--- src/hw/rtl/pdc_pkg.sv ---
// Package for the wind and rain pulse debounce counter.
// Holds the event and register codes, reset values and the structs shared
// by pdc_cfg, pdc_eval and the top level. No dependencies.
`default_nettype none

package pdc_pkg;

  localparam int unsigned DataW = 32;
  localparam int unsigned OpW   = 2;
  localparam int unsigned CfgIdxW = 2;

  // event codes
  localparam logic [OpW-1:0] OP_WIND  = 2'd0;
  localparam logic [OpW-1:0] OP_RAIN  = 2'd1;
  localparam logic [OpW-1:0] OP_CLEAR = 2'd2;
  localparam logic [OpW-1:0] OP_START = 2'd3;

  // register indexes
  localparam logic [CfgIdxW-1:0] REG_ENABLE       = 2'd0;
  localparam logic [CfgIdxW-1:0] REG_WIND_HOLDOFF = 2'd1;
  localparam logic [CfgIdxW-1:0] REG_RAIN_HOLDOFF = 2'd2;

  localparam logic [DataW-1:0] WIND_HOLDOFF_RST = 32'd10000;
  localparam logic [DataW-1:0] RAIN_HOLDOFF_RST = 32'd100000;
  localparam logic [DataW-1:0] GAP_NONE         = 32'hFFFF_FFFF;

  typedef struct packed {
    logic             enable;
    logic [DataW-1:0] wind_holdoff_us;
    logic [DataW-1:0] rain_holdoff_us;
  } cfg_t;

  typedef struct packed {
    logic [DataW-1:0] wind_count;
    logic [DataW-1:0] rain_count;
    logic [DataW-1:0] shortest_gap_us;
    logic             accepted;
  } res_t;

endpackage

`default_nettype wire

--- src/hw/rtl/pdc_cfg.sv ---
// Configuration registers of the pulse debounce counter.
// Plain write port, no read-back. Depends on pdc_pkg.
`default_nettype none

module pdc_cfg
  import pdc_pkg::*;
(
  input  wire logic               clk,
  input  wire logic               rst_n,
  input  wire logic               cfg_wr_en,
  input  wire logic [CfgIdxW-1:0] cfg_index,
  input  wire logic [DataW-1:0]   cfg_data,
  output cfg_t                    cfg
);

  cfg_t cfg_r;
  cfg_t cfg_nxt;

  always_comb begin
    cfg_nxt = cfg_r;
    if (cfg_wr_en) begin
      case (cfg_index)
        REG_ENABLE:       cfg_nxt.enable          = cfg_data[0];
        REG_WIND_HOLDOFF: cfg_nxt.wind_holdoff_us = cfg_data;
        REG_RAIN_HOLDOFF: cfg_nxt.rain_holdoff_us = cfg_data;
        default:          cfg_nxt = cfg_r;  // unknown index: drop the write
      endcase
    end
  end

  always_ff @(posedge clk) begin
    if (!rst_n) begin
      cfg_r.enable          <= 1'b1;
      cfg_r.wind_holdoff_us <= WIND_HOLDOFF_RST;
      cfg_r.rain_holdoff_us <= RAIN_HOLDOFF_RST;
    end else begin
      cfg_r <= cfg_nxt;
    end
  end

  assign cfg = cfg_r;

endmodule

`default_nettype wire

--- src/hw/rtl/pdc_eval.sv ---
// Counter state and per-item evaluation of the pulse debounce counter.
// Updates counts, edge times and the shortest wind gap, and registers the
// result item. Depends on pdc_pkg.
`default_nettype none

module pdc_eval
  import pdc_pkg::*;
(
  input  wire logic             clk,
  input  wire logic             rst_n,
  input  wire cfg_t             cfg,
  input  wire logic             go,
  input  wire logic [OpW-1:0]   op,
  input  wire logic [DataW-1:0] time_us,
  output res_t                  res
);

  logic [DataW-1:0] wind_total_r, wind_total_nxt;
  logic [DataW-1:0] rain_total_r, rain_total_nxt;
  logic [DataW-1:0] wind_last_r, wind_last_nxt;
  logic [DataW-1:0] rain_last_r, rain_last_nxt;
  logic [DataW-1:0] gap_r, gap_nxt;
  res_t             res_r, res_nxt;

  logic [DataW-1:0] wind_dt;
  logic [DataW-1:0] rain_dt;
  logic             wind_prev;
  logic             rain_prev;
  logic             wind_ok;
  logic             rain_ok;
  logic             took;

  assign wind_dt   = time_us - wind_last_r;
  assign rain_dt   = time_us - rain_last_r;
  assign wind_prev = (wind_last_r != '0);
  assign rain_prev = (rain_last_r != '0);
  // a zero last time means no previous edge: never too soon
  assign wind_ok   = cfg.enable && !(wind_prev && (wind_dt < cfg.wind_holdoff_us));
  assign rain_ok   = cfg.enable && !(rain_prev && (rain_dt < cfg.rain_holdoff_us));

  always_comb begin
    wind_total_nxt = wind_total_r;
    rain_total_nxt = rain_total_r;
    wind_last_nxt  = wind_last_r;
    rain_last_nxt  = rain_last_r;
    gap_nxt        = gap_r;
    took           = 1'b0;
    case (op)
      OP_WIND: begin
        if (wind_ok) begin
          wind_total_nxt = wind_total_r + DataW'(1);
          if (wind_prev && (wind_dt < gap_r)) begin
            gap_nxt = wind_dt;
          end
          wind_last_nxt = time_us;
          took          = 1'b1;
        end
      end
      OP_RAIN: begin
        if (rain_ok) begin
          rain_total_nxt = rain_total_r + DataW'(1);
          rain_last_nxt  = time_us;
          took           = 1'b1;
        end
      end
      OP_CLEAR: begin
        wind_total_nxt = '0;
        rain_total_nxt = '0;
        gap_nxt        = GAP_NONE;
      end
      OP_START: begin
        wind_total_nxt = '0;
        rain_total_nxt = '0;
        gap_nxt        = GAP_NONE;
        wind_last_nxt  = time_us;
        rain_last_nxt  = '0;
      end
      default: begin
        took = 1'b0;
      end
    endcase
    res_nxt.wind_count      = wind_total_nxt;
    res_nxt.rain_count      = rain_total_nxt;
    res_nxt.shortest_gap_us = gap_nxt;
    res_nxt.accepted        = took;
  end

  always_ff @(posedge clk) begin
    if (!rst_n) begin
      wind_total_r <= '0;
      rain_total_r <= '0;
      wind_last_r  <= '0;
      rain_last_r  <= '0;
      gap_r        <= GAP_NONE;
    end else if (go) begin
      wind_total_r <= wind_total_nxt;
      rain_total_r <= rain_total_nxt;
      wind_last_r  <= wind_last_nxt;
      rain_last_r  <= rain_last_nxt;
      gap_r        <= gap_nxt;
    end
  end

  // result payload, no reset
  always_ff @(posedge clk) begin
    if (go) begin
      res_r <= res_nxt;
    end
  end

  assign res = res_r;

  a_clear_zeroes: assert property (@(posedge clk) disable iff (!rst_n)
    go && (op == OP_CLEAR || op == OP_START) |=>
      res_r.wind_count == '0 && res_r.rain_count == '0 &&
      res_r.shortest_gap_us == GAP_NONE && !res_r.accepted)
    else $error("clear or start left counts or gap behind");

  a_disabled_drop: assert property (@(posedge clk) disable iff (!rst_n)
    go && !cfg.enable && (op == OP_WIND || op == OP_RAIN) |=>
      !res_r.accepted && $stable(wind_total_r) && $stable(rain_total_r))
    else $error("edge counted while disabled");

  a_hold_idle: assert property (@(posedge clk) disable iff (!rst_n)
    !go |=> $stable(wind_total_r) && $stable(rain_total_r) &&
      $stable(wind_last_r) && $stable(gap_r))
    else $error("state moved without an item");

  a_gap_falls: assert property (@(posedge clk) disable iff (!rst_n)
    go && (op == OP_WIND || op == OP_RAIN) |=> gap_r <= $past(gap_r))
    else $error("shortest gap grew on an edge");

  a_result_matches: assert property (@(posedge clk) disable iff (!rst_n)
    go |=> res_r.wind_count == wind_total_r && res_r.shortest_gap_us == gap_r)
    else $error("result out of step with state");

endmodule

`default_nettype wire

--- src/hw/rtl/pulse_debounce_counter_min_interval.sv ---
// Top level of the wind and rain pulse debounce counter.
// Input register, configuration registers, evaluation and result register.
// Depends on pdc_pkg, pdc_cfg and pdc_eval.
//
//   channel | handshake                 | payload
//   --------+---------------------------+---------------------------------------------
//   in      | in_valid / in_stall       | in_op, in_time_us
//   out     | out_valid / out_stall     | out_wind_count, out_rain_count,
//           |                           | out_shortest_gap_us, out_accepted
//   cfg     | cfg_wr_en                 | cfg_index, cfg_data
//
// One item per cycle while out is not stalled; out_valid rises as an item moves
// from the input register to the result register, state updated with it.
// Synchronous active-low reset clears both valid bits, counts and times, sets
// the gap to GAP_NONE and loads config reset values. A stall on a valid out
// holds the result register, and a full input register is held and raises in_stall.
`default_nettype none

module pulse_debounce_counter_min_interval
  import pdc_pkg::*;
(
  input  wire logic               clk,
  input  wire logic               rst_n,
  input  wire logic               in_valid,
  output      logic               in_stall,
  input  wire logic [OpW-1:0]     in_op,
  input  wire logic [DataW-1:0]   in_time_us,
  output      logic               out_valid,
  input  wire logic               out_stall,
  output      logic [DataW-1:0]   out_wind_count,
  output      logic [DataW-1:0]   out_rain_count,
  output      logic [DataW-1:0]   out_shortest_gap_us,
  output      logic               out_accepted,
  input  wire logic               cfg_wr_en,
  input  wire logic [CfgIdxW-1:0] cfg_index,
  input  wire logic [DataW-1:0]   cfg_data
);

  logic             s1_valid_r;
  logic [OpW-1:0]   s1_op_r;
  logic [DataW-1:0] s1_time_r;
  logic             out_valid_r;
  logic             out_free;
  logic             go;
  logic             in_take;
  cfg_t             cfg;
  res_t             res;

  assign out_free = !out_valid_r || !out_stall;
  assign go       = s1_valid_r && out_free;
  assign in_stall = s1_valid_r && !out_free;
  assign in_take  = in_valid && !in_stall;

  always_ff @(posedge clk) begin
    if (!rst_n) begin
      s1_valid_r  <= 1'b0;
      out_valid_r <= 1'b0;
    end else begin
      if (!in_stall) begin
        s1_valid_r <= in_valid;
      end
      if (out_free) begin
        out_valid_r <= s1_valid_r;
      end
    end
  end

  always_ff @(posedge clk) begin
    if (in_take) begin
      s1_op_r   <= in_op;
      s1_time_r <= in_time_us;
    end
  end

  pdc_cfg u_cfg (
    .clk       (clk),
    .rst_n     (rst_n),
    .cfg_wr_en (cfg_wr_en),
    .cfg_index (cfg_index),
    .cfg_data  (cfg_data),
    .cfg       (cfg)
  );

  pdc_eval u_eval (
    .clk     (clk),
    .rst_n   (rst_n),
    .cfg     (cfg),
    .go      (go),
    .op      (s1_op_r),
    .time_us (s1_time_r),
    .res     (res)
  );

  assign out_valid           = out_valid_r;
  assign out_wind_count      = res.wind_count;
  assign out_rain_count      = res.rain_count;
  assign out_shortest_gap_us = res.shortest_gap_us;
  assign out_accepted        = res.accepted;

endmodule

`default_nettype wire
--- config.mk ---
export PLATFORM = sky130hd
export DESIGN_NAME = pulse_debounce_counter_min_interval
export DESIGN_NICKNAME = d
export VERILOG_FILES = /design/src/hw/rtl/pdc_pkg.sv /design/src/hw/rtl/pdc_cfg.sv /design/src/hw/rtl/pdc_eval.sv /design/src/hw/rtl/pulse_debounce_counter_min_interval.sv
export SDC_FILE = /design/constraint.sdc
export NUM_CORES = 1
export LEC_CHECK = 0
export BUFFER_PORTS_ARGS = -buffer_cell sky130_fd_sc_hd__buf_4
export CORE_MARGIN = 5
export CORE_UTILIZATION = 60
export CTS_BUF_LIST = sky130_fd_sc_hd__clkbuf_16
export DETAILED_ROUTE_END_ITERATION = 10
export PLACE_DENSITY = 0.88
export SLEW_MARGIN = 40
export SYNTH_ARGS = -nofsm -noshare
export SYNTH_HDL_FRONTEND = slang
export SYNTH_SLANG_ARGS = --single-unit
--- constraint.sdc ---
create_clock -name clk -period 10.97 [get_ports clk]
set_clock_uncertainty 0.05 [all_clocks]
set_input_delay 2.194 -clock clk [delete_from_list [all_inputs] [get_ports clk]]
set_output_delay 2.194 -clock clk [all_outputs]
set_load 0.005 [all_outputs]
* Yosys cells after proc, flatten, opt, wreduce, memory -nomap -nowiden
Index checks and enable logic that the tools add are counted.
Word-level totals: bits in latches 0, memories kept 0, memory bits (writable) 0, register bits 358, bits in read-only memories 0, input bits 73
Operators by class: add/sub/neg operators 4, reduce and logical (&&, ||, !) cells 27, equality and inequality tests 7, mux-type cells 14, multipliers 0, bitwise operators 0, div/mod/pow operators 0, magnitude comparators 3, shift operators 0
Operators with widths (count):
- 32-bit one-hot mux with 2 select lines | 5
- 32-bit 2-to-1 mux | 6
- 32-bit less-than comparator | 3
- 32-bit by 1-bit adder with 32-bit output (second input constant) | 2
- 32-bit nonzero test | 2
- 32-bit subtractor | 2
- 1-bit logical AND | 8
- 2-bit == test (second input constant) | 3
- 1-bit logical NOT | 6
- 2-bit AND reduction | 3
- 3-bit AND reduction | 2
- 2-bit by 1-bit == test with 1-bit output (second input constant) | 2
- 2-bit logical NOT | 2
- 2-bit by 1-bit inequality test with 1-bit output (second input constant) | 2
- 2-bit nonzero test | 2
- 1-bit 2-to-1 mux | 2
- 1-bit one-hot mux with 2 select lines | 1
- 2-bit OR reduction | 1
- 1-bit logical OR | 1

* Depth between registers and ports, before layout
depth in word-level cells 7, mapped depth 28, gate-level depth less buffers 25

* Cells and area by module
Synthesis repeated with hierarchy kept, for this count alone.
Unflattened totals: cell total of the unflattened synthesis 2243, area total of the unflattened synthesis 20404.6 sq um
Modules (own cells, without submodules):
- pdc_eval | instances 1, area an instance 16726.0 sq um, cells each 1940
- pdc_cfg | instances 1, area an instance 2573.7 sq um, cells each 261
- pulse_debounce_counter_min_interval | instances 1, area an instance 1104.8 sq um, cells each 42

* Least setup slack after synthesis
No wires, ideal clock.
path type input -> register, start point input out_stall, end point register u_eval.wind_total_r[22], required time 10798 ps, setup slack 4907 ps, data arrival time 5891 ps, library setup time 122 ps, cell stages on the path 7, buffers on the path 1, cell sequence nand2_1 > nand2_1 > inv_1 > clkbuf_1 > o21ai_0 > a22oi_1 > nor2b_1
Between the ends: word-level cells in the longest chain between the ends 3
RTL lines:
- from (decl) | RTL line pulse_debounce_counter_min_interval.sv:29 | input wire logic out_stall,
- 1-bit logical NOT | RTL line pulse_debounce_counter_min_interval.sv:49 | assign out_free = !out_valid_r || !out_stall;
- 1-bit logical OR | RTL line pulse_debounce_counter_min_interval.sv:49
- 1-bit logical AND | RTL line pulse_debounce_counter_min_interval.sv:50 | assign go = s1_valid_r && out_free;
- net go | RTL line pulse_debounce_counter_min_interval.sv:44 | logic go;
- to (signal assigned) | RTL line pdc_eval.sv:96 | wind_total_r <= wind_total_nxt;
- to (decl) | RTL line pdc_eval.sv:18 | logic [DataW-1:0] wind_total_r, wind_total_nxt;
The timed path passes the listed nets, and every way through them passes these cells. A chain may end at the register's enable or synchronous reset.

* Final worst setup path
start point register s1_time_r[1], end point register u_eval.gap_r[10]
Between the ends: word-level cells in the longest chain between the ends 7, elaborated cells on any way between the ends 10, classes of those cells 1 x add/sub; 2 x order compare; 3 x mux; 4 x reduce/logical
RTL lines:
- from (decl) | RTL line pulse_debounce_counter_min_interval.sv:41 | logic [DataW-1:0] s1_time_r;
- from (signal assigned) | RTL line pulse_debounce_counter_min_interval.sv:71 | s1_time_r <= in_time_us;
- 32-bit subtractor (*) | RTL line pdc_eval.sv:33 | assign wind_dt = time_us - wind_last_r;
- 32-bit less-than comparator | RTL line pdc_eval.sv:38 | assign wind_ok = cfg.enable && !(wind_prev && (wind_dt < cfg.wind_holdoff_us));
- 1-bit logical AND | RTL line pdc_eval.sv:38
- 1-bit logical NOT | RTL line pdc_eval.sv:38
- 1-bit logical AND | RTL line pdc_eval.sv:38
- 32-bit 2-to-1 mux (*) | RTL line pdc_eval.sv:50 | if (wind_ok) begin
- 32-bit one-hot mux with 2 select lines (*) | RTL line pdc_eval.sv:48 | case (op)
- to (signal assigned) | RTL line pdc_eval.sv:100 | gap_r <= gap_nxt;
- to (decl) | RTL line pdc_eval.sv:22 | logic [DataW-1:0] gap_r, gap_nxt;
Mark *: on every way between the ends. The rest lies on a longest branch, timed or not.

==> flow_summary.ini <==
[critical_path]
crit_type = reg -> reg
critPathArrivalTime_ns = 7.10
timing.rr.end = u_eval.gap_r[10]$_SDFFE_PN1P_
start_kind = flip-flop
r2r_cells = 22
r2r_start = s1_time_r[1]$_DFFE_PP_
critPathMaxFanout = 50
cp-end-kind = flip-flop
required_ns = 11.40
reg2reg_slack_ns = 4.30

[grt]
grt_remaining_overflow = 0
grt_max_degree = 115
antenna_found_initial = 0
first_global_vias = 16100
grt_pass1_wl_microns = 80300
grt_use_total = 0.255

[layout]
synthToLayoutAreaGrowth_pct = 13.3
drive_above_1_share = 0.108
fillerInstances = 2508
nets = 2628
antenna_cells = 0

[floorplanning]
dieHeight_microns = 194
core-area_sq_mm = 0.0334
initial_core_util = 0.605
rows = 67
io_pins = 172
die_w_microns = 194
die_area_sq_mm = 0.0375

[sta]
final-setup-viol-count = 0
worst-slew-pin-transition_ns = 0.813
rsz0062_at_grt = no
tns_ns = 0
min_period_ns = 6.67
hold_viol = 0
final_max_slew_viol_count = 0
post-route-period-util = 0.608
fin_ws_ns = 4.30
max-slew-margin-rel = 0.458
max_freq_ghz = 0.150

[cts]
cts_root_buf = clkbuf_16
cts_hold_buf = 0
clkLatencyLatePin_ns = 0.55
htreeDepth = 2
clk_pin_slew_ns = 0.06
cts_setup_buffers = 0
cts.repair.resized = 0
numClockSinks = 358
cts.path.max_buffers = 3
cts_buffers = 37
cts_tree = done

[synthesis]
synthFlopType = dfxtp_1
syn_area_per_cell_sq_um = 8.88
netlist.area_leader.share = 0.225
synth_nets = 2512
yosys_warnings = 0
synth_cell_types = 70
postSynth.asyncResetShare = 0
synthTopCellsByArea = dfxtp_1, edfxtp_1, ha_1
syn_inst = 2280
ys_seq_area_frac = 0.419
synth-seq-cells = 358
yosys.area.top_type = dfxtp_1
synth_area_sq_mm = 0.0202
synth_edf_count = 131

[pwr]
cellLeakagePower_uw = 0.00918
total_power_uw = 3250
vdd_ir_drop_max_mv = 0.118
p_per_area_mw_per_mm2 = 142

[place]
pre_cts_ws_ns = 4.43
io_buffers = 171
gp_congestion = 0.897
dp_hpwl_microns = 35900

[routing]
wirelength_microns = 49800
wire_per_inst_microns = 17.3
drc = 0
ant_nets = 0
initialDrtViolationCount = 1486
drt-vias-per-instance = 5.87
vias = 16800
dr.pass1.iters = 6

[run]
maxCapViolations = 0

[hold_path]
worstHoldStart = u_cfg.cfg[19]$_SDFFE_PN0P_
min_path_cells = 2
hp-class = reg -> reg
holdPathEnd = u_cfg.cfg[19]$_SDFFE_PN0P_

[run_status]
status = finished clean
cells in the final DEF, fill, tap and decap left out, types with 6 or more instances in the layout:
master       n
o21ai_0    135
xor2_1      51
xnor2_1     65
nand2_1    287
o21bai_1    11
nand2b_1    14
clkinv_2     7
o211ai_1    25
a21oi_1    113
nand4_1     33
and2_1       6
nand3_1     69
nor2_1     131
nor4_1      25
buf_4      183
clkbuf_16   38
mux2i_1     37
a22oi_1     10
edfxtp_1   131
nor2b_1     57
a211o_1      6
inv_1      198
a21boi_0    98
ha_1       157
a31oi_1     20
a21o_1      62
and4_1       6
o22ai_1     23
a211oi_1    13
and3_1      23
dfxtp_1    227
or3_1       43
o22a_1       7
nor3_1      16
o21a_1      11
layout make-up:
cell class,instances,area (sq um),area share
multi-input combinational,1623,10600,0.464
clock inverter,29,154,0.00671
timing repair buffer,189,1450,0.0630
clock buffer,38,951,0.0415
sequential,358,8480,0.370
inverter,187,704,0.0307
tap,448,561,0.0245
metal layers:
metal	up-vias	part of all wire	GRT usage
li1	8232	-	-
met1	7918	0.43	0.345
met2	598	0.47	0.423
met3	97	0.073	0.0368
met4	0	0.030	0.0900
met5	-	0	0
metrics by stage:
stage,utilization,instance area [sq um],hold WS (ns),cells
after detailed placement,0.652,21800,0.409,2804
after CTS,0.685,22900,0.418,2871
after floorplan,-,20200,0.391,2280
final,0.685,22900,0.416,2872
after global placement,0.650,21800,0.404,2801
after global routing,0.685,22900,0.436,2872
cells in the mapped netlist (6+ instances only):
library cell and number:
nand2_1 287, dfxtp_1 227, inv_1 186, ha_1 157, o21ai_0 135, nor2_1 132
edfxtp_1 131, a21oi_1 113, a21boi_0 98, clkbuf_1 85, nand3_1 69, xnor2_1 65
a21o_1 62, nor2b_1 58, xor2_1 51, or3_1 43, mux2i_1 37, nand4_1 33
nor4_1 25, o211ai_1 25, and3_1 23, o22ai_1 23, a31oi_1 20, buf_2 16
nor3_1 16, nand2b_1 14, a211oi_1 13, o21a_1 12, o21bai_1 11, a22oi_1 10
buf_1 8, o22a_1 8, and2_1 7, a211o_1 6, and4_1 6
state kept, by name (all words and copies together) (netlist names):
name                 count
s1_time_r               32
s1_valid_r               1
u_eval.gap_r            32
u_eval.rain_total_r     32
s1_op_r                  2
u_eval.wind_total_r     32
u_cfg.cfg               65
out_valid                1
u_eval.res              97
u_eval.wind_last_r      32
u_eval.rain_last_r      32
kinds of logic after synthesis:
logic type	Yosys count	synth area share
compound gates	577	0.184
xor+xnor	116	0.0502
fa+ha+maj	159	0.0990
buf+inv	299	0.0570
flops	358	0.419
mux	37	0.0183
simple gates	734	0.173
where the power goes:
group,internal [uW],switching [uW]
sequential,1430,35.2
combinational,255,371
clock,651,510
worst max path at each step:
stage / from / to / slack (ns)
final: s1_time_r[1]$_DFFE_PP_ / u_eval.gap_r[10]$_SDFFE_PN1P_ / 4.30
after global routing: s1_time_r[1]$_DFFE_PP_ / u_eval.gap_r[2]$_SDFFE_PN1P_ / 3.76
after CTS: s1_time_r[1]$_DFFE_PP_ / u_eval.gap_r[18]$_SDFFE_PN1P_ / 4.41
after detailed placement: s1_time_r[1]$_DFFE_PP_ / u_eval.gap_r[4]$_SDFFE_PN1P_ / 4.43
after global placement: s1_time_r[1]$_DFFE_PP_ / u_eval.gap_r[23]$_SDFFE_PN1P_ / 4.66
after floorplan: out_stall / u_eval.wind_total_r[22]$_SDFFE_PN0P_ / 4.91
critical path, cell delays in order (launching register included):
cell	delay, ns
edfxtp_1	0.52
ha_1	0.35
nor2b_1	0.15
o31ai_2	0.30
a211oi_1	0.16
o21ai_1	0.25
o21ai_1	0.18
a211oi_1	0.39
o21ai_1	0.28
a2111o_1	0.49
and3_1	0.23
ha_1	0.30
a21o_1	0.16
a21o_1	0.17
a21oi_1	0.16
o2111ai_1	0.12
a21oi_1	0.42
a21oi_2	0.24
o211ai_1	0.18
buf_4	0.44
nand2b_1	0.71
o22ai_1	0.21
nand2_1	0.11
Note: power is estimated with default switching activity, not from simulation.
